--- src/hw/rtl/fsme_pkg.sv ---
// Shared types and codes for the table-driven state machine engine.
package fsme_pkg;

  localparam int StateW = 4;

  localparam logic [1:0] OpLoadEvt = 2'd0;
  localparam logic [1:0] OpLoadTmd = 2'd1;
  localparam logic [1:0] OpTrigger = 2'd2;
  localparam logic [1:0] OpRun     = 2'd3;

  localparam logic [1:0] ActEnter   = 2'd0;
  localparam logic [1:0] ActInState = 2'd1;
  localparam logic [1:0] ActExit    = 2'd2;
  localparam logic [1:0] ActTrans   = 2'd3;

  typedef struct packed {
    logic [1:0]        op;
    logic [StateW-1:0] src_state;
    logic [StateW-1:0] dst_state;
    logic [7:0]        event_code;
    logic [31:0]       interval_ms;
    logic [31:0]       now_ms;
  } in_beat_t;

  typedef struct packed {
    logic [1:0]        action;
    logic [StateW-1:0] state_id;
    logic [3:0]        transition_index;
    logic              from_timed_table;
    logic              last;
  } res_beat_t;

  typedef struct packed {
    logic [StateW-1:0] from_st;
    logic [7:0]        key;
    logic [StateW-1:0] to_st;
  } ev_ent_t;

  typedef struct packed {
    logic [StateW-1:0] from_st;
    logic [StateW-1:0] to_st;
    logic [31:0]       interval;
  } tm_ent_t;

  typedef struct packed {
    logic [StateW-1:0] from_st;
    logic [StateW-1:0] to_st;
    logic              armed;
    logic              fire;
  } tm_rd_t;

  typedef struct packed {
    logic        we;
    logic [31:0] val;
  } tm_stw_t;

endpackage

--- src/hw/rtl/fsme_evt_tbl.sv ---
// Event transition table: append-only memory with a registered read port.
module fsme_evt_tbl #(
  parameter int Depth = 16,
  localparam int IdxW = (Depth > 1) ? $clog2(Depth) : 1,
  localparam int CntW = $clog2(Depth + 1)
) (
  input  logic              clk,
  input  logic              rst_n,
  input  logic              load_we,
  input  fsme_pkg::ev_ent_t load_ent,
  input  logic              rd_en,
  input  logic [IdxW-1:0]   rd_idx,
  output fsme_pkg::ev_ent_t rd_ent,
  output logic [CntW-1:0]   count
);

  fsme_pkg::ev_ent_t mem [Depth];
  fsme_pkg::ev_ent_t rd_ent_r;
  logic [CntW-1:0]   count_r;
  logic              app;

  // drop loads once the table is full
  assign app = load_we && (count_r < CntW'(Depth));

  always_ff @(posedge clk) begin
    if (!rst_n) begin
      count_r <= '0;
    end else if (app) begin
      count_r <= count_r + CntW'(1);
    end
  end

  always_ff @(posedge clk) begin
    if (app) begin
      mem[count_r[IdxW-1:0]] <= load_ent;
    end
    if (rd_en) begin
      rd_ent_r <= mem[rd_idx];
    end
  end

  assign rd_ent = rd_ent_r;
  assign count  = count_r;

endmodule

--- src/hw/rtl/fsme_tmr_tbl.sv ---
// Timed transition table with the shared elapsed-time subtract and compare unit.
module fsme_tmr_tbl #(
  parameter int Depth = 8,
  localparam int IdxW = (Depth > 1) ? $clog2(Depth) : 1,
  localparam int CntW = $clog2(Depth + 1)
) (
  input  logic              clk,
  input  logic              rst_n,
  input  logic              load_we,
  input  fsme_pkg::tm_ent_t load_ent,
  input  logic [IdxW-1:0]   addr,
  input  fsme_pkg::tm_stw_t st,
  input  logic [31:0]       now,
  output fsme_pkg::tm_rd_t  rd,
  output logic [CntW-1:0]   count
);

  logic [fsme_pkg::StateW-1:0] from_a  [Depth];
  logic [fsme_pkg::StateW-1:0] to_a    [Depth];
  logic [31:0]                 ival_a  [Depth];
  logic [31:0]                 start_a [Depth];
  logic [CntW-1:0]             count_r;
  logic [31:0]                 elapsed;
  logic                        app;

  assign app = load_we && (count_r < CntW'(Depth));

  always_ff @(posedge clk) begin
    if (!rst_n) begin
      count_r <= '0;
    end else if (app) begin
      count_r <= count_r + CntW'(1);
    end
  end

  always_ff @(posedge clk) begin
    if (app) begin
      from_a[count_r[IdxW-1:0]]  <= load_ent.from_st;
      to_a[count_r[IdxW-1:0]]    <= load_ent.to_st;
      ival_a[count_r[IdxW-1:0]]  <= load_ent.interval;
      start_a[count_r[IdxW-1:0]] <= '0;
    end else if (st.we) begin
      start_a[addr] <= st.val;
    end
  end

  // wraps modulo 2^32
  assign elapsed = now - start_a[addr];

  always_comb begin
    rd.from_st = from_a[addr];
    rd.to_st   = to_a[addr];
    rd.armed   = (start_a[addr] != '0);
    rd.fire    = (elapsed >= ival_a[addr]);
  end

  assign count = count_r;

endmodule

--- src/hw/rtl/fsme_seq.sv ---
// Sequencer: table scans, action emission, timer re-arm and the last-beat hold.
module fsme_seq #(
  parameter int EvDepth = 16,
  parameter int TmDepth = 8,
  localparam int EvIdxW = (EvDepth > 1) ? $clog2(EvDepth) : 1,
  localparam int EvCntW = $clog2(EvDepth + 1),
  localparam int TmIdxW = (TmDepth > 1) ? $clog2(TmDepth) : 1,
  localparam int TmCntW = $clog2(TmDepth + 1)
) (
  input  logic                        clk,
  input  logic                        rst_n,
  input  logic                        in_valid,
  output logic                        in_stall,
  input  fsme_pkg::in_beat_t          in_data,
  input  logic                        cfg_valid,
  output logic                        cfg_ready,
  input  logic [fsme_pkg::StateW-1:0] cfg_data,
  input  logic                        out_free,
  output logic                        push,
  output fsme_pkg::res_beat_t         push_beat,
  output logic                        ev_load_we,
  output fsme_pkg::ev_ent_t           ev_load_ent,
  output logic                        ev_rd_en,
  output logic [EvIdxW-1:0]           ev_rd_idx,
  input  fsme_pkg::ev_ent_t           ev_rd_ent,
  input  logic [EvCntW-1:0]           ev_count,
  output logic                        tm_load_we,
  output fsme_pkg::tm_ent_t           tm_load_ent,
  output logic [TmIdxW-1:0]           tm_addr,
  output fsme_pkg::tm_stw_t           tm_st,
  output logic [31:0]                 tm_now,
  input  fsme_pkg::tm_rd_t            tm_rd,
  input  logic [TmCntW-1:0]           tm_count
);

  typedef enum logic [3:0] {
    S_IDLE, S_RUN_ENTER, S_RUN_IN, S_EV_SCAN, S_TM_SCAN,
    S_EXIT, S_TRANS, S_ENTER, S_REARM, S_FLUSH
  } state_t;

  state_t                      state_r, state_nxt;
  logic [fsme_pkg::StateW-1:0] cur_r, cur_nxt;
  logic                        started_r, started_nxt;
  logic [7:0]                  ev_r, ev_nxt;
  logic [31:0]                 now_r, now_nxt;
  logic [EvCntW-1:0]           ev_rd_r, ev_rd_nxt;
  logic                        chk_v_r, chk_v_nxt;
  logic [EvIdxW-1:0]           chk_idx_r, chk_idx_nxt;
  logic [TmCntW-1:0]           ti_r, ti_nxt;
  logic [TmCntW-1:0]           rj_r, rj_nxt;
  logic [fsme_pkg::StateW-1:0] tk_from_r, tk_from_nxt;
  logic [fsme_pkg::StateW-1:0] tk_to_r, tk_to_nxt;
  logic [3:0]                  tk_idx_r, tk_idx_nxt;
  logic                        tk_timed_r, tk_timed_nxt;
  logic                        pend_v_r, pend_v_nxt;
  fsme_pkg::res_beat_t         pend_r, pend_nxt;
  logic                        emit, emit_ok, ev_hit;
  fsme_pkg::res_beat_t         emit_beat;

  assign in_stall  = (state_r != S_IDLE);
  assign cfg_ready = (state_r == S_IDLE);
  assign emit_ok   = !pend_v_r || out_free;
  assign tm_now    = now_r;
  assign ev_hit    = chk_v_r && (ev_rd_ent.from_st == cur_r) && (ev_rd_ent.key == ev_r);

  always_comb begin
    ev_load_ent = '{from_st: in_data.src_state, key: in_data.event_code,
                    to_st: in_data.dst_state};
    tm_load_ent = '{from_st: in_data.src_state, to_st: in_data.dst_state,
                    interval: in_data.interval_ms};
  end

  always_comb begin
    state_nxt    = state_r;
    cur_nxt      = cur_r;
    started_nxt  = started_r;
    ev_nxt       = ev_r;
    now_nxt      = now_r;
    ev_rd_nxt    = ev_rd_r;
    chk_v_nxt    = chk_v_r;
    chk_idx_nxt  = chk_idx_r;
    ti_nxt       = ti_r;
    rj_nxt       = rj_r;
    tk_from_nxt  = tk_from_r;
    tk_to_nxt    = tk_to_r;
    tk_idx_nxt   = tk_idx_r;
    tk_timed_nxt = tk_timed_r;
    pend_v_nxt   = pend_v_r;
    pend_nxt     = pend_r;
    push         = 1'b0;
    push_beat    = pend_r;
    ev_load_we   = 1'b0;
    tm_load_we   = 1'b0;
    ev_rd_en     = 1'b0;
    ev_rd_idx    = ev_rd_r[EvIdxW-1:0];
    tm_addr      = ti_r[TmIdxW-1:0];
    tm_st        = '0;
    emit         = 1'b0;
    emit_beat    = '0;

    if (cfg_valid && cfg_ready && !started_r) begin
      cur_nxt = cfg_data;
    end

    unique case (state_r)
      S_IDLE: begin
        if (in_valid) begin
          unique case (in_data.op)
            fsme_pkg::OpLoadEvt: ev_load_we = 1'b1;
            fsme_pkg::OpLoadTmd: tm_load_we = 1'b1;
            fsme_pkg::OpTrigger: begin
              ev_nxt  = in_data.event_code;
              now_nxt = in_data.now_ms;
              if (started_r) begin
                ev_rd_nxt = '0;
                chk_v_nxt = 1'b0;
                state_nxt = S_EV_SCAN;
              end
            end
            fsme_pkg::OpRun: begin
              now_nxt   = in_data.now_ms;
              ti_nxt    = '0;
              state_nxt = started_r ? S_RUN_IN : S_RUN_ENTER;
            end
          endcase
        end
      end
      S_RUN_ENTER: begin
        if (emit_ok) begin
          emit        = 1'b1;
          emit_beat   = '{action: fsme_pkg::ActEnter, state_id: cur_r,
                          transition_index: 4'd0, from_timed_table: 1'b0, last: 1'b0};
          started_nxt = 1'b1;
          state_nxt   = S_RUN_IN;
        end
      end
      S_RUN_IN: begin
        if (emit_ok) begin
          emit      = 1'b1;
          emit_beat = '{action: fsme_pkg::ActInState, state_id: cur_r,
                        transition_index: 4'd0, from_timed_table: 1'b0, last: 1'b0};
          state_nxt = S_TM_SCAN;
        end
      end
      S_EV_SCAN: begin
        // read of entry n overlaps the match check of entry n-1
        if (ev_hit) begin
          tk_from_nxt  = ev_rd_ent.from_st;
          tk_to_nxt    = ev_rd_ent.to_st;
          tk_idx_nxt   = 4'(chk_idx_r);
          tk_timed_nxt = 1'b0;
          state_nxt    = S_EXIT;
        end else if (ev_rd_r < ev_count) begin
          ev_rd_en    = 1'b1;
          chk_idx_nxt = ev_rd_r[EvIdxW-1:0];
          chk_v_nxt   = 1'b1;
          ev_rd_nxt   = ev_rd_r + EvCntW'(1);
        end else begin
          state_nxt = S_FLUSH;
        end
      end
      S_TM_SCAN: begin
        if (ti_r < tm_count) begin
          if (tm_rd.from_st != cur_r) begin
            ti_nxt = ti_r + TmCntW'(1);
          end else if (!tm_rd.armed) begin
            tm_st  = '{we: 1'b1, val: now_r};
            ti_nxt = ti_r + TmCntW'(1);
          end else if (tm_rd.fire) begin
            tk_from_nxt  = tm_rd.from_st;
            tk_to_nxt    = tm_rd.to_st;
            tk_idx_nxt   = 4'(ti_r);
            tk_timed_nxt = 1'b1;
            state_nxt    = S_EXIT;
          end else begin
            ti_nxt = ti_r + TmCntW'(1);
          end
        end else begin
          state_nxt = S_FLUSH;
        end
      end
      S_EXIT: begin
        if (emit_ok) begin
          emit      = 1'b1;
          emit_beat = '{action: fsme_pkg::ActExit, state_id: tk_from_r,
                        transition_index: 4'd0, from_timed_table: 1'b0, last: 1'b0};
          state_nxt = S_TRANS;
        end
      end
      S_TRANS: begin
        if (emit_ok) begin
          emit      = 1'b1;
          emit_beat = '{action: fsme_pkg::ActTrans, state_id: '0,
                        transition_index: tk_idx_r, from_timed_table: tk_timed_r,
                        last: 1'b0};
          state_nxt = S_ENTER;
        end
      end
      S_ENTER: begin
        if (emit_ok) begin
          emit      = 1'b1;
          emit_beat = '{action: fsme_pkg::ActEnter, state_id: tk_to_r,
                        transition_index: 4'd0, from_timed_table: 1'b0, last: 1'b0};
          cur_nxt   = tk_to_r;
          rj_nxt    = '0;
          state_nxt = S_REARM;
        end
      end
      S_REARM: begin
        if (rj_r < tm_count) begin
          tm_addr = rj_r[TmIdxW-1:0];
          if (tm_rd.from_st == cur_r) begin
            tm_st = '{we: 1'b1, val: now_r};
          end
          rj_nxt = rj_r + TmCntW'(1);
        end else if (tk_timed_r) begin
          // disarm the entry that fired, then resume the scan after it
          tm_st     = '{we: 1'b1, val: 32'd0};
          ti_nxt    = ti_r + TmCntW'(1);
          state_nxt = S_TM_SCAN;
        end else begin
          state_nxt = S_FLUSH;
        end
      end
      S_FLUSH: begin
        if (!pend_v_r) begin
          state_nxt = S_IDLE;
        end else if (out_free) begin
          push           = 1'b1;
          push_beat      = pend_r;
          push_beat.last = 1'b1;
          pend_v_nxt     = 1'b0;
          state_nxt      = S_IDLE;
        end
      end
      default: state_nxt = S_IDLE;
    endcase

    // hold one beat back so the final one can be marked last
    if (emit) begin
      if (pend_v_r) begin
        push      = 1'b1;
        push_beat = pend_r;
      end
      pend_v_nxt = 1'b1;
      pend_nxt   = emit_beat;
    end
  end

  always_ff @(posedge clk) begin
    if (!rst_n) begin
      state_r   <= S_IDLE;
      cur_r     <= '0;
      started_r <= 1'b0;
      pend_v_r  <= 1'b0;
      chk_v_r   <= 1'b0;
    end else begin
      state_r   <= state_nxt;
      cur_r     <= cur_nxt;
      started_r <= started_nxt;
      pend_v_r  <= pend_v_nxt;
      chk_v_r   <= chk_v_nxt;
    end
    ev_r       <= ev_nxt;
    now_r      <= now_nxt;
    ev_rd_r    <= ev_rd_nxt;
    chk_idx_r  <= chk_idx_nxt;
    ti_r       <= ti_nxt;
    rj_r       <= rj_nxt;
    tk_from_r  <= tk_from_nxt;
    tk_to_r    <= tk_to_nxt;
    tk_idx_r   <= tk_idx_nxt;
    tk_timed_r <= tk_timed_nxt;
    pend_r     <= pend_nxt;
  end

`ifndef SYNTHESIS
  a_idle_no_pend: assert property (@(posedge clk) disable iff (!rst_n)
    (state_r == S_IDLE) |-> !pend_v_r)
    else $error("held beat left over in idle");

  a_push_free: assert property (@(posedge clk) disable iff (!rst_n)
    push |-> out_free)
    else $error("result beat pushed into a full output register");

  a_started_sticky: assert property (@(posedge clk) disable iff (!rst_n)
    $past(rst_n) |-> !$fell(started_r))
    else $error("started flag cleared outside reset");

  a_start_write_state: assert property (@(posedge clk) disable iff (!rst_n)
    tm_st.we |-> (state_r == S_TM_SCAN || state_r == S_REARM))
    else $error("timer start written outside scan or re-arm");
`endif

endmodule

--- src/hw/rtl/event_and_timed_state_machine_engine.sv ---
// Table-driven state machine engine: event and timed transition tables, one sequencer.
// A load, or a trigger before the first run, is taken while the sequencer stays idle. Otherwise
// input stalls while a trigger scans the event entries or a run scans the timed entries, and
// while each transition re-arms the timers of the new state; output stalls add.
// Beats leave one action behind the sequencer, the last on the edge back to idle.
// Synchronous active-low reset empties both tables, clears started and selects state 0.
module event_and_timed_state_machine_engine #(
  parameter int NUM_EVENT_TRANS = 16,
  parameter int NUM_TIMED       = 8
) (
  input  logic                        clk,
  input  logic                        rst_n,
  input  logic                        in_valid,
  output logic                        in_stall,
  input  fsme_pkg::in_beat_t          in_data,
  output logic                        out_valid,
  input  logic                        out_stall,
  output fsme_pkg::res_beat_t         out_data,
  input  logic                        cfg_valid,
  output logic                        cfg_ready,
  input  logic [fsme_pkg::StateW-1:0] cfg_data
);

  localparam int EvIdxW = (NUM_EVENT_TRANS > 1) ? $clog2(NUM_EVENT_TRANS) : 1;
  localparam int EvCntW = $clog2(NUM_EVENT_TRANS + 1);
  localparam int TmIdxW = (NUM_TIMED > 1) ? $clog2(NUM_TIMED) : 1;
  localparam int TmCntW = $clog2(NUM_TIMED + 1);

  logic                out_valid_r;
  fsme_pkg::res_beat_t out_data_r;
  logic                out_free;
  logic                push;
  fsme_pkg::res_beat_t push_beat;
  logic                ev_load_we, ev_rd_en;
  fsme_pkg::ev_ent_t   ev_load_ent, ev_rd_ent;
  logic [EvIdxW-1:0]   ev_rd_idx;
  logic [EvCntW-1:0]   ev_count;
  logic                tm_load_we;
  fsme_pkg::tm_ent_t   tm_load_ent;
  logic [TmIdxW-1:0]   tm_addr;
  fsme_pkg::tm_stw_t   tm_st;
  logic [31:0]         tm_now;
  fsme_pkg::tm_rd_t    tm_rd;
  logic [TmCntW-1:0]   tm_count;

  fsme_evt_tbl #(.Depth(NUM_EVENT_TRANS)) u_evt_tbl (
    .clk      (clk),
    .rst_n    (rst_n),
    .load_we  (ev_load_we),
    .load_ent (ev_load_ent),
    .rd_en    (ev_rd_en),
    .rd_idx   (ev_rd_idx),
    .rd_ent   (ev_rd_ent),
    .count    (ev_count)
  );

  fsme_tmr_tbl #(.Depth(NUM_TIMED)) u_tmr_tbl (
    .clk      (clk),
    .rst_n    (rst_n),
    .load_we  (tm_load_we),
    .load_ent (tm_load_ent),
    .addr     (tm_addr),
    .st       (tm_st),
    .now      (tm_now),
    .rd       (tm_rd),
    .count    (tm_count)
  );

  fsme_seq #(.EvDepth(NUM_EVENT_TRANS), .TmDepth(NUM_TIMED)) u_seq (
    .clk         (clk),
    .rst_n       (rst_n),
    .in_valid    (in_valid),
    .in_stall    (in_stall),
    .in_data     (in_data),
    .cfg_valid   (cfg_valid),
    .cfg_ready   (cfg_ready),
    .cfg_data    (cfg_data),
    .out_free    (out_free),
    .push        (push),
    .push_beat   (push_beat),
    .ev_load_we  (ev_load_we),
    .ev_load_ent (ev_load_ent),
    .ev_rd_en    (ev_rd_en),
    .ev_rd_idx   (ev_rd_idx),
    .ev_rd_ent   (ev_rd_ent),
    .ev_count    (ev_count),
    .tm_load_we  (tm_load_we),
    .tm_load_ent (tm_load_ent),
    .tm_addr     (tm_addr),
    .tm_st       (tm_st),
    .tm_now      (tm_now),
    .tm_rd       (tm_rd),
    .tm_count    (tm_count)
  );

  // output register frees when the beat is taken
  assign out_free = !out_valid_r || !out_stall;

  always_ff @(posedge clk) begin
    if (!rst_n) begin
      out_valid_r <= 1'b0;
    end else if (push) begin
      out_valid_r <= 1'b1;
    end else if (!out_stall) begin
      out_valid_r <= 1'b0;
    end
  end

  always_ff @(posedge clk) begin
    if (push) begin
      out_data_r <= push_beat;
    end
  end

  assign out_valid = out_valid_r;
  assign out_data  = out_data_r;

endmodule

--- config.mk ---
export PLATFORM = sky130hd
export DESIGN_NAME = event_and_timed_state_machine_engine
export DESIGN_NICKNAME = d
export VERILOG_FILES = /design/src/hw/rtl/fsme_pkg.sv /design/src/hw/rtl/fsme_evt_tbl.sv /design/src/hw/rtl/fsme_tmr_tbl.sv /design/src/hw/rtl/fsme_seq.sv /design/src/hw/rtl/event_and_timed_state_machine_engine.sv
export SDC_FILE = /design/constraint.sdc
export NUM_CORES = 1
export LEC_CHECK = 0
export ABC_AREA = 1
export BUFFER_PORTS_ARGS = -buffer_cell sky130_fd_sc_hd__buf_2
export CORE_MARGIN = 2
export CORE_UTILIZATION = 56
export DETAILED_ROUTE_END_ITERATION = 8
export GPL_ROUTABILITY_DRIVEN = 0
export PLACE_DENSITY = 0.76
export SLEW_MARGIN = 10
export SYNTH_ARGS = -nofsm -noshare
export SYNTH_HDL_FRONTEND = slang
export SYNTH_SLANG_ARGS = --single-unit
--- constraint.sdc ---
create_clock -name clk -period 7.1 [get_ports clk]
set_input_delay 0.71 -clock clk [delete_from_list [all_inputs] [get_ports clk]]
set_output_delay 0.71 -clock clk [all_outputs]
set_load 0.005 [all_outputs]
Word-level counts from Yosys, hierarchy flattened
Memories as Yosys holds them, arrays and structs flattened. A register that Yosys moved wholly into a read port is not among the register bits.
Cells that the tools add are included.
W data, S select, Z words.
{"block": "totals", "reg_bits": 115, "in_bits": 91, "ramBits": 832, "elab_cells": 246, "output_inout_bits": 15, "memories": 5}
{"memory": "u_evt_tbl.mem", "words": 16, "word_bits": 16, "rd": 1, "rd_ports_with_merged_regs": 1, "wr": 1, "line_no": "fsme_evt_tbl.sv:17", "source": "fsme_pkg::ev_ent_t mem [Depth];"}
{"memory": "u_tmr_tbl.ival_a", "words": 8, "word_bits": 32, "rd": 1, "rd_ports_with_merged_regs": 0, "wr": 1, "line_no": "fsme_tmr_tbl.sv:20", "source": "logic [31:0] ival_a [Depth];"}
{"memory": "u_tmr_tbl.start_a", "words": 8, "word_bits": 32, "rd": 1, "rd_ports_with_merged_regs": 0, "wr": 1, "line_no": "fsme_tmr_tbl.sv:21", "source": "logic [31:0] start_a [Depth];"}
{"memory": "u_tmr_tbl.from_a", "words": 8, "word_bits": 4, "rd": 1, "rd_ports_with_merged_regs": 0, "wr": 1, "line_no": "fsme_tmr_tbl.sv:18", "source": "logic [fsme_pkg::StateW-1:0] from_a [Depth];"}
{"memory": "u_tmr_tbl.to_a", "words": 8, "word_bits": 4, "rd": 1, "rd_ports_with_merged_regs": 0, "wr": 1, "line_no": "fsme_tmr_tbl.sv:19", "source": "logic [fsme_pkg::StateW-1:0] to_a [Depth];"}
{"block": "classes", "bitwise": 1, "eq_ne": 44, "magnitude_cmp": 6, "n_addsub": 6, "muxes": 123, "n_reduce_logical": 33}
{"cell": "$mux W33", "n": 6}
{"cell": "$mux W4", "n": 45}
{"cell": "$pmux W33 S2", "n": 1}
{"cell": "$pmux W12 S5", "n": 1}
{"cell": "$mux W1", "n": 45}
{"cell": "$pmux W4 S10", "n": 1}
{"cell": "$pmux W4 S2", "n": 5}
{"cell": "$ge A32 B32 Y1", "n": 1}
{"cell": "$mux W32", "n": 1}
{"cell": "$reduce_bool A32 Y1", "n": 1}
{"cell": "$reduce_or A32 Y1", "n": 1}
{"cell": "$sub A32 B32 Y32", "n": 1}
{"cell": "$mux W5", "n": 5}
{"cell": "$mux W12", "n": 2}
{"cell": "$ne A2 B1 Y1 const B", "n": 12}
{"cell": "$mux W10", "n": 2}
{"cell": "$eq A4 B3 Y1 const B", "n": 4}
{"cell": "$ne A2 B2 Y1 const B", "n": 8}
{"cell": "$reduce_and A14 Y1", "n": 1}
{"cell": "$add A4 B1 Y4 const B", "n": 3}
{"cell": "$ne A3 B3 Y1 const B", "n": 4}
{"cell": "$pmux W4 S3", "n": 1}
{"cell": "$reduce_and A3 Y1", "n": 4}
{"cell": "$reduce_and A6 Y1", "n": 2}
{"cell": "other kinds (33)", "n": 56}

Logic depth before layout (Yosys ltp)
Gate-level depths: netlist of the first run.
An unclocked memory read counts as a cell.
{"block": "logic_depth", "depth_word": 14, "mapped_depth": 44, "depth_no_buf": 42}

Hierarchy
Synthesis of the first run repeated with hierarchy kept, for this count alone.
{"block": "unflattened", "cells_unflattened": 4172, "area_unflattened_um2": 43575.5}
{"module": "fsme_tmr_tbl", "instances": 1, "cells_per_inst": 2466, "seq_area_each_um2": 17376.7, "area_each_um2": 26215.1}
{"module": "fsme_evt_tbl", "instances": 1, "cells_per_inst": 1105, "seq_area_each_um2": 8267.9, "area_each_um2": 11780.0}
{"module": "fsme_seq", "instances": 1, "cells_per_inst": 584, "seq_area_each_um2": 2652.5, "area_each_um2": 5177.5}
{"module": "event_and_timed_state_machine_engine", "instances": 1, "cells_per_inst": 17, "seq_area_each_um2": 380.4, "area_each_um2": 402.9}

Least setup slack after synthesis of the first run
No wires, ideal clock.
{"block": "synth_path", "path_kind": "register -> register", "startpoint": "register u_tmr_tbl.count_r[2], in the netlist u_tmr_tbl.count[2]", "endpoint": "register u_seq.tk_from_r[0] (netlist bit), enable pin", "required_ns": 6.713, "setup_ns": 0.387, "path_buffers": 2, "synth_period_minus_slack_ns": 6.795, "arrival_ns": 6.408, "path_stages_with_launch": 41, "slack_ns": 0.305, "cell_sequence": "dfxtp_1 inv_1 ha_1 a21oi_1 nand3_4 nand2_2 nand2_2 buf_4 buf_6 nand2_1 nand3_1 nand2_1 nand2_1 nand2_1 inv_1 ha_1 fa_1 o21ai_0 [5 not listed] o21bai_1 nand3_1 o21ai_0 a21boi_0 o21ai_0 xor2_1 ha_1 nand2_1 inv_1 nand3_1 nor2_1 and3_1 inv_1 nor4_1 o21ai_0 nand3_1 nand4_1 a21oi_1"}
{"block": "synth_between", "elab_chain_len": 8, "word_cells_on_any_way": 16, "cone_classes": "add/sub: 1; order compare: 3; eq/ne: 5; mux: 2; reduce/logical: 2; memory: 3"}
{"item": "start, declared", "line_no": "fsme_tmr_tbl.sv:22", "source": "logic [CntW-1:0] count_r;"}
{"item": "start signal, assigned", "line_no": "fsme_tmr_tbl.sv:32", "source": "count_r <= count_r + CntW'(1);"}
{"item": "$lt A4 B4 Y1", "line_no": "fsme_seq.sv:210", "source": "if (rj_r < tm_count) begin"}
{"item": "$mux W3", "line_no": "fsme_seq.sv:210"}
{"item": "$mux W3", "line_no": "fsme_seq.sv:105", "source": "unique case (state_r)"}
{"item": "$mem_v2 Z8 W32"}
{"item": "$sub A32 B32 Y32", "line_no": "fsme_tmr_tbl.sv:48", "source": "assign elapsed = now - start_a[addr];"}
{"item": "$ge A32 B32 Y1", "line_no": "fsme_tmr_tbl.sv:54", "source": "rd.fire = (elapsed >= ival_a[addr]);"}
{"item": "$ne A2 B2 Y1 (no source line)"}
{"item": "$reduce_and A6 Y1 (no source line) *"}
{"item": "end signal, assigned", "line_no": "fsme_seq.sv:270", "source": "tk_from_r <= tk_from_nxt;"}
{"item": "end, declared", "line_no": "fsme_seq.sv:51", "source": "logic [fsme_pkg::StateW-1:0] tk_from_r, tk_from_nxt;"}
Mark *: on every way between the ends. The rest lies on a longest branch, timed or not.
A chain may end at the register's enable or synchronous reset.

Final worst setup path of the first run
{"block": "layout_path", "startpoint": "register u_seq.rj_r[3]", "endpoint": "register u_seq.tk_from_r[3] (netlist bit), enable pin"}
{"block": "layout_between", "elab_chain_len": 8, "word_cells_on_any_way": 14, "cone_classes": "add/sub: 1; order compare: 2; eq/ne: 4; mux: 2; reduce/logical: 2; memory: 3"}
{"item": "start, declared", "line_no": "fsme_seq.sv:50", "source": "logic [TmCntW-1:0] rj_r, rj_nxt;"}
{"item": "start signal, assigned", "line_no": "fsme_seq.sv:269", "source": "rj_r <= rj_nxt;"}
{"item": "$lt A4 B4 Y1 *", "line_no": "fsme_seq.sv:210"}
{"item": "$mux W3 *", "line_no": "fsme_seq.sv:210"}
{"item": "$mux W3 *", "line_no": "fsme_seq.sv:105"}
{"item": "$mem_v2 Z8 W32"}
{"item": "$sub A32 B32 Y32", "line_no": "fsme_tmr_tbl.sv:48"}
{"item": "$ge A32 B32 Y1", "line_no": "fsme_tmr_tbl.sv:54"}
{"item": "$ne A2 B2 Y1 (no source line)"}
{"item": "$reduce_and A6 Y1 (no source line) *"}
Marked as above.

==> summary.txt, run 1 <==
Final Max Slew Viols = 0
Post-DP HPWL = 59.5 mm
Clock Latency Late Sink = 0.68 ns
H-tree Lvls = 3
Post-DP Area = 42600 µm²
GRT Residual Overflow = 0
Die H = 275 µm
drt wl/cell = 21.7 µm
Mapped Cells = 3408
post-synth top area share = 68.9%
static leakage = 16.7 nW
largest net degree at the start of global routing = 97
worst vdd ir = 0.000361 V
final non-filler cell total = 4564
met2 WL post-DR = 47.1 mm
fraction of layout cells with a size suffix above 1 = 10.7%
pwr/cell area = 399 nW/µm²
hold_buf cts = 0
vias = 27200
DR top layer = met5
Mapped Area = 41000 µm²
max_slew headroom = 19.1%
placed cells = 4385
CP endpoint kind = flip-flop
clk buf depth = 3
setup TNS = 0 ns
DRT iter0 DRCs = 2922
Synth Flop Type = edfxtp_1
Layout Skew = 0.0318 ns
fillers = 5258
Post-synth top cells = edfxtp_1 (941), nand2_1 (687), nor2_1 (401), o21ai_0 (279), nand3_1 (223)
final setup fails = 0
routed metal-1 wire length = 39.9 mm
Synth Warn # = 0
CTS tree = done
Tmin final = 6.50 ns
final wirelength = 99.0 mm
worst hold slack = 0.208 ns
wire length on met3 = 8.32 mm
outcome = complete, no violations
number of flops mapped to enable cells by yosys = 941
Hold Path Class = input pin to flip-flop
P&R area growth vs syn = 11.8%
core box area = 72700 µm²
CP required = 7.46 ns
initial antenna violation count = 11
Yosys cell types = 55
cell with the most instances on the worst path = nand2_1
die area = 75400 µm²
row count = 99
fin area = 45800 µm²
cell accounting for the most synthesized area = edfxtp_1
Startpoint Class = flip-flop
number of max-cap violations = 0
Final Hold Viols = 0
DRC errors left = 0
Net count, final = 3700
first-pass GRT wire length = 149 mm
GRT Resource Usage Total = 26.0%
Synth area leaders = edfxtp_1 (69%), nand2_1 (6.3%), nor2_1 (3.7%)
Final Power = 18.3 mW
vias in the first global route = 25800
WP data arrival = 6.86 ns
Num CTS Buffers = 96
Worst Max-Slew Pin Slew = 1.21 ns
count leader, synth = edfxtp_1
asr flop ratio synth = 0%
DRT Pass-1 Iters = 6
Die W = 275 µm
Yosys reg bits = 962
CP Max Fanout = 37
IO Pins = 106
Buffers on Ports = 105
max incr delay on CP = 0.46 ns
slowest CP cell = buf_4
Crit Path Class = flip-flop to flip-flop
vias per cell = 5.96
post-synth net total = 3581
Final ANT Viol Nets = 0
clk root buf = clkbuf_16
post-route clock period utilization = 91.5%
effective utilization at floorplan = 56.4%
mean area per synthesized cell = 12.0 µm²
Seq/Total Area, Yosys = 70.0%
clock-pin slew on the worst setup and hold paths = 0.06 ns
fmax = 0.154 GHz
Sink Count = 962
registers in the layout (all words and copies together), names as in the netlist, 5 cells and up:
register / cells
u_seq.pend_r: 11
u_tmr_tbl.start_a: 256
u_evt_tbl.rd_ent: 16
u_tmr_tbl.to_a: 32
u_seq.ev_rd_r: 5
u_tmr_tbl.ival_a: 256
u_seq.tm_now: 32
u_tmr_tbl.from_a: 32
u_evt_tbl.count: 5
u_evt_tbl.mem: 256
out_data: 12
u_seq.ev_r: 8
path summary, 6_finish.rpt:
check | startpoint | slack, ns | endpoint | depth (start not counted)
max | u_seq.rj_r[3]$_SDFFCE_PP0P_ | 0.60 | u_seq.tk_from_r[3]$_DFFE_PP_ | 37
min | in_data[19] | 0.21 | u_seq.tm_now[19]$_DFFE_PP_ | 1
max reg2reg | u_seq.rj_r[3]$_SDFFCE_PP0P_ | 0.60 | u_seq.tk_from_r[3]$_DFFE_PP_ | 37
min reg2reg | u_seq.pend_r[3]$_DFFE_PP_ | 0.42 | out_data[3]$_DFFE_PP_ | 0
worst max-delay path: cells and delay by family (launching register included):
kind	cells	cell delay [ns]
and+or+nand+nor	18	2.03
DFF	1	0.41
buffers and inverters	5	0.93
AOI/OAI and AO/OA	10	1.76
xor gates and xnor gates	1	0.16
adders and majority gates	3	0.89
layout by cell type, fill, tap and decap left out, drive strengths merged, types with 2 or more instances in the layout:
master and instances:
a211oi 4, a21boi 4, a21oi 70, a31oi 6, buf 180, bufinv 7, clkbuf 119, clkinv 43
clkinvlp 2, dfxtp 21, diode 7, edfxtp 941, ha 81, inv 202, mux2i 23, nand2 694
nand3 225, nand3b 4, nand4 13, nor2 434, nor3 16, nor4 4, o2111ai 4, o211ai 21
o21a 4, o21ai 281, o21bai 2, o221ai 61, o22ai 34, o311ai 4, o32ai 41, or2 3
xnor2 11, xor2 30
layout make-up:
type	count	area [µm²]	share of cell area (%)
flip-flops and latches	962	28700	62.6
clock buffers	117	2480	5.42
inverters	202	761	1.66
multi-input cells	2083	10900	23.8
repair buffers	182	1190	2.59
diodes	7	17.5	0.0382
well taps	959	1200	2.62
clock inverters	52	564	1.23
where the power goes:
group / switching, mW / internal (mW)
Clock: 2.15 / 2.76
Sequential: 0.0961 / 6.45
Combinational: 4.62 / 2.19
Total: 6.87 / 11.4
through the flow:
| stage | utilization (%) | setup slack [ns] |
|---|---|---|
| after floorplan | - | 0.305 |
| after global placement | 58.6 | 0.148 |
| after detailed placement | 58.6 | -0.0478 |
| after CTS | 62.8 | 0.0534 |
| after global routing | 63.0 | -0.0102 |
| final | 63.0 | 0.600 |
kinds of logic (layout without fill, tap and decap cells):
logic type	Yosys count	count (layout)	synth area share, %
xor gates and xnor gates	41	41	0.876
AOI/OAI and AO/OA	541	541	8.03
muxes	23	23	0.562
other	0	7	0
adders and majority gates	82	82	2.52
DFF	962	962	70.0
buffers and inverters	363	553	3.84
and+or+nand+nor	1396	1396	14.2
per-layer routing:
layer,vias to the layer above,track usage [%]
met5,-,0
met4,8,10.2
li1,12400,-
met2,1323,42.1
met1,13200,35.6
met3,235,4.11
repair_timing:
item,CTS,global route
cloned,0,1
setup buffers,0,1
setup endpoints to repair,13,21
pin swaps,0,2
gates resized for setup,1,15
(Power assumes the default switching activity.)
==> inputs of run 2 (changes only) <==
Settings changed: ABC_AREA 1 to unset.
==> summary.txt, run 2 <==
sw frac = 35.6%
cell with the most instances on the worst path = o21ai_2
RSZ-0062 raised after global routing = yes
vias in the first global route = 25100
Net count, final = 3100
CTS tree = done
vias per cell = 6.42
fin util = 64.8%
Synth area leaders = edfxtp_1 (70%), mux4_2 (5.7%), nand2_1 (5.0%)
final wirelength = 102 mm
WP data arrival = 7.25 ns
row count = 98
post-route clock period utilization = 97.0%
CP required = 7.47 ns
P&R area growth vs syn = 14.6%
Seq/Total Area, Yosys = 70.9%
number of max-cap violations = 0
DRC errors left = 0
Crit Path Class = flip-flop to flip-flop
drt wl/cell = 25.7 µm
Layout Skew = 0.0321 ns
Multi-input gate area = 11500 µm²
Yosys cell types = 77
Post-synth top cells = edfxtp_1 (941), nand2_1 (537), nand3_1 (124), mux4_2 (102), clkbuf_1 (91)
DRT Pass-1 Iters = 5
cell accounting for the most synthesized area = edfxtp_1
vias = 25500
core box area = 71500 µm²
H-tree Lvls = 3
Final Max Slew Viols = 0
final setup fails = 0
GRT Resource Usage Total = 27.2%
most common cell after layout, fill and taps aside = edfxtp_1
slowest CP cell = mux4_2
number of flops mapped to enable cells by yosys = 941
Post-DP HPWL = 59.1 mm
post-synth net total = 2904
max_slew headroom = 25.6%
effective utilization at floorplan = 56.6%
Num CTS Buffers = 94
outcome = complete, no violations
mean area per synthesized cell = 14.8 µm²
GRT Residual Overflow = 0
clock-pin slew on the worst setup and hold paths = 0.06 ns
hold_buf cts = 0
Psw = 6.92 mW
Synth Flop Type = edfxtp_1
DRT iter0 DRCs = 3495
Final Power = 19.4 mW
most frequent cells in the layout = edfxtp_1 (941), nand2_1 (536), nand3_1 (124)
Die W = 273 µm
largest net degree at the start of global routing = 124
register area = 28700 µm²
die area = 74400 µm²
Buffers on Ports = 105
CP Max Fanout = 8
critical path's top delay family = compound AO/OA/AOI/OAI gates
max incr delay on CP = 0.45 ns
clk buf depth = 3
Mapped Cells = 2731
clock power share = 26.3%
Synth Warn # = 0
fmax = 0.145 GHz
IO Pins = 106
Sink Count = 962
Tmin final = 6.88 ns
Mapped Area = 40500 µm²
Logic pwr share = 39.7%
fraction of layout cells with a size suffix above 1 = 18.5%
Worst Max-Slew Pin Slew = 1.11 ns
initial antenna violation count = 9
first-pass GRT wire length = 153 mm
Die H = 273 µm
clk root buf = clkbuf_16
Startpoint Class = flip-flop
Worst Path Buf+Inv = 5
fillers = 4678
Cell Int Power = 12.5 mW
Yosys reg bits = 962
pwr/cell area = 419 nW/µm²
Hold Path Class = input pin to flip-flop
worst hold slack = 0.218 ns
Final ANT Viol Nets = 0
asr flop ratio synth = 0%
count leader, synth = edfxtp_1
static leakage = 16.1 nW
worst vdd ir = 0.000332 V
post-synth top area share = 69.9%
Clock Latency Late Sink = 0.67 ns
Flop pwr share = 34.0%
CP endpoint kind = flip-flop
Final Hold Viols = 0
-- run 2: changes by cell type after synthesis, sizes merged, moves of 46 or more --
cell | previous run | this run
and2 | 1 | 47
nand3 | 225 | 124
and3 | 1 | 77
o221ai | 61 | 1
o21ai | 281 | 42
inv | 197 | 26
nor2 | 434 | 91
nand2 | 694 | 539
a31oi | 6 | 71
a311oi | 0 | 48
mux4 | 0 | 102
-- run 2: kinds of logic (layout without fill, tap and decap cells) --
logic type / after synthesis / after routing / share of synthesized area (%)
adder cells (fa/ha/maj): 82 / 82 / 2.55
flip-flops: 962 / 962 / 70.9
other: 0 / 6 / 0
XOR/XNOR: 55 / 55 / 1.19
AND/OR/NAND/NOR: 994 / 994 / 11.2
multiplexers: 151 / 151 / 6.91
buffers and inverters: 165 / 442 / 1.66
AO/OA/AOI/OAI: 322 / 322 / 5.59
-- run 2: final timing paths --
check | startpoint | to | slack (ns) | cells after the start
min | in_data[7] | u_seq.tm_now[7]$_DFFE_PP_ | 0.22 | 1
min reg2reg | u_seq.pend_r[8]$_DFFE_PP_ | out_data[8]$_DFFE_PP_ | 0.42 | 0
max | u_seq.rj_r[1]$_SDFFCE_PP0P_ | u_seq.tk_to_r[1]$_DFFE_PP_ | 0.22 | 30
max reg2reg | u_seq.rj_r[1]$_SDFFCE_PP0P_ | u_seq.tk_to_r[1]$_DFFE_PP_ | 0.22 | 30
-- run 2: per-layer routing --
layer  share of wire, %  GRT usage, %
met5              0.040             0
met3                9.7          4.62
met4                3.4          10.2
met2                 48          43.5
met1                 39          37.9
-- run 2: cell type report --
cell class	count	share of cell area, %
diodes	6	0.0324
clock buffers	116	5.39
clock inverters	61	1.51
inverters	27	0.219
multi-input cells	1604	24.8
flip-flops and latches	962	61.9
well taps	950	2.57
repair buffers	238	3.64
-- run 2: repair_timing --
action,4_1_cts,5_1_grt
pin swaps,3,23
endpoints found under the setup margin,18,18
gates resized for setup,15,44
cloned,0,2
buffers inserted,3,19
-- run 2: stage by stage --
step | setup TNS [ns] | instance area (µm²) | std cells | worst slack, ns
finish | 0 | 46300 | 3964 | 0.216
detailed placement | -6.23 | 42700 | 3757 | -0.430
floorplan | 0 | 40500 | 2731 | 0.00214
global route | -1.62 | 46300 | 3960 | -0.128
global placement | -0.527 | 42700 | 3757 | -0.0631
CTS | 0 | 46000 | 3937 | 0.0193
-- run 2: power groups by stage --
stage          combinational [mW]  sequential (mW)  clock (mW)
6_report                     7.71             6.60        5.12
5_1_grt                      8.33             6.61        5.38
4_1_cts                      7.23             6.60        5.16
3_5_place_dp                 6.92             6.71           0
3_3_place_gp                 6.65             6.71           0
2_1_floorplan                4.78             6.66           0
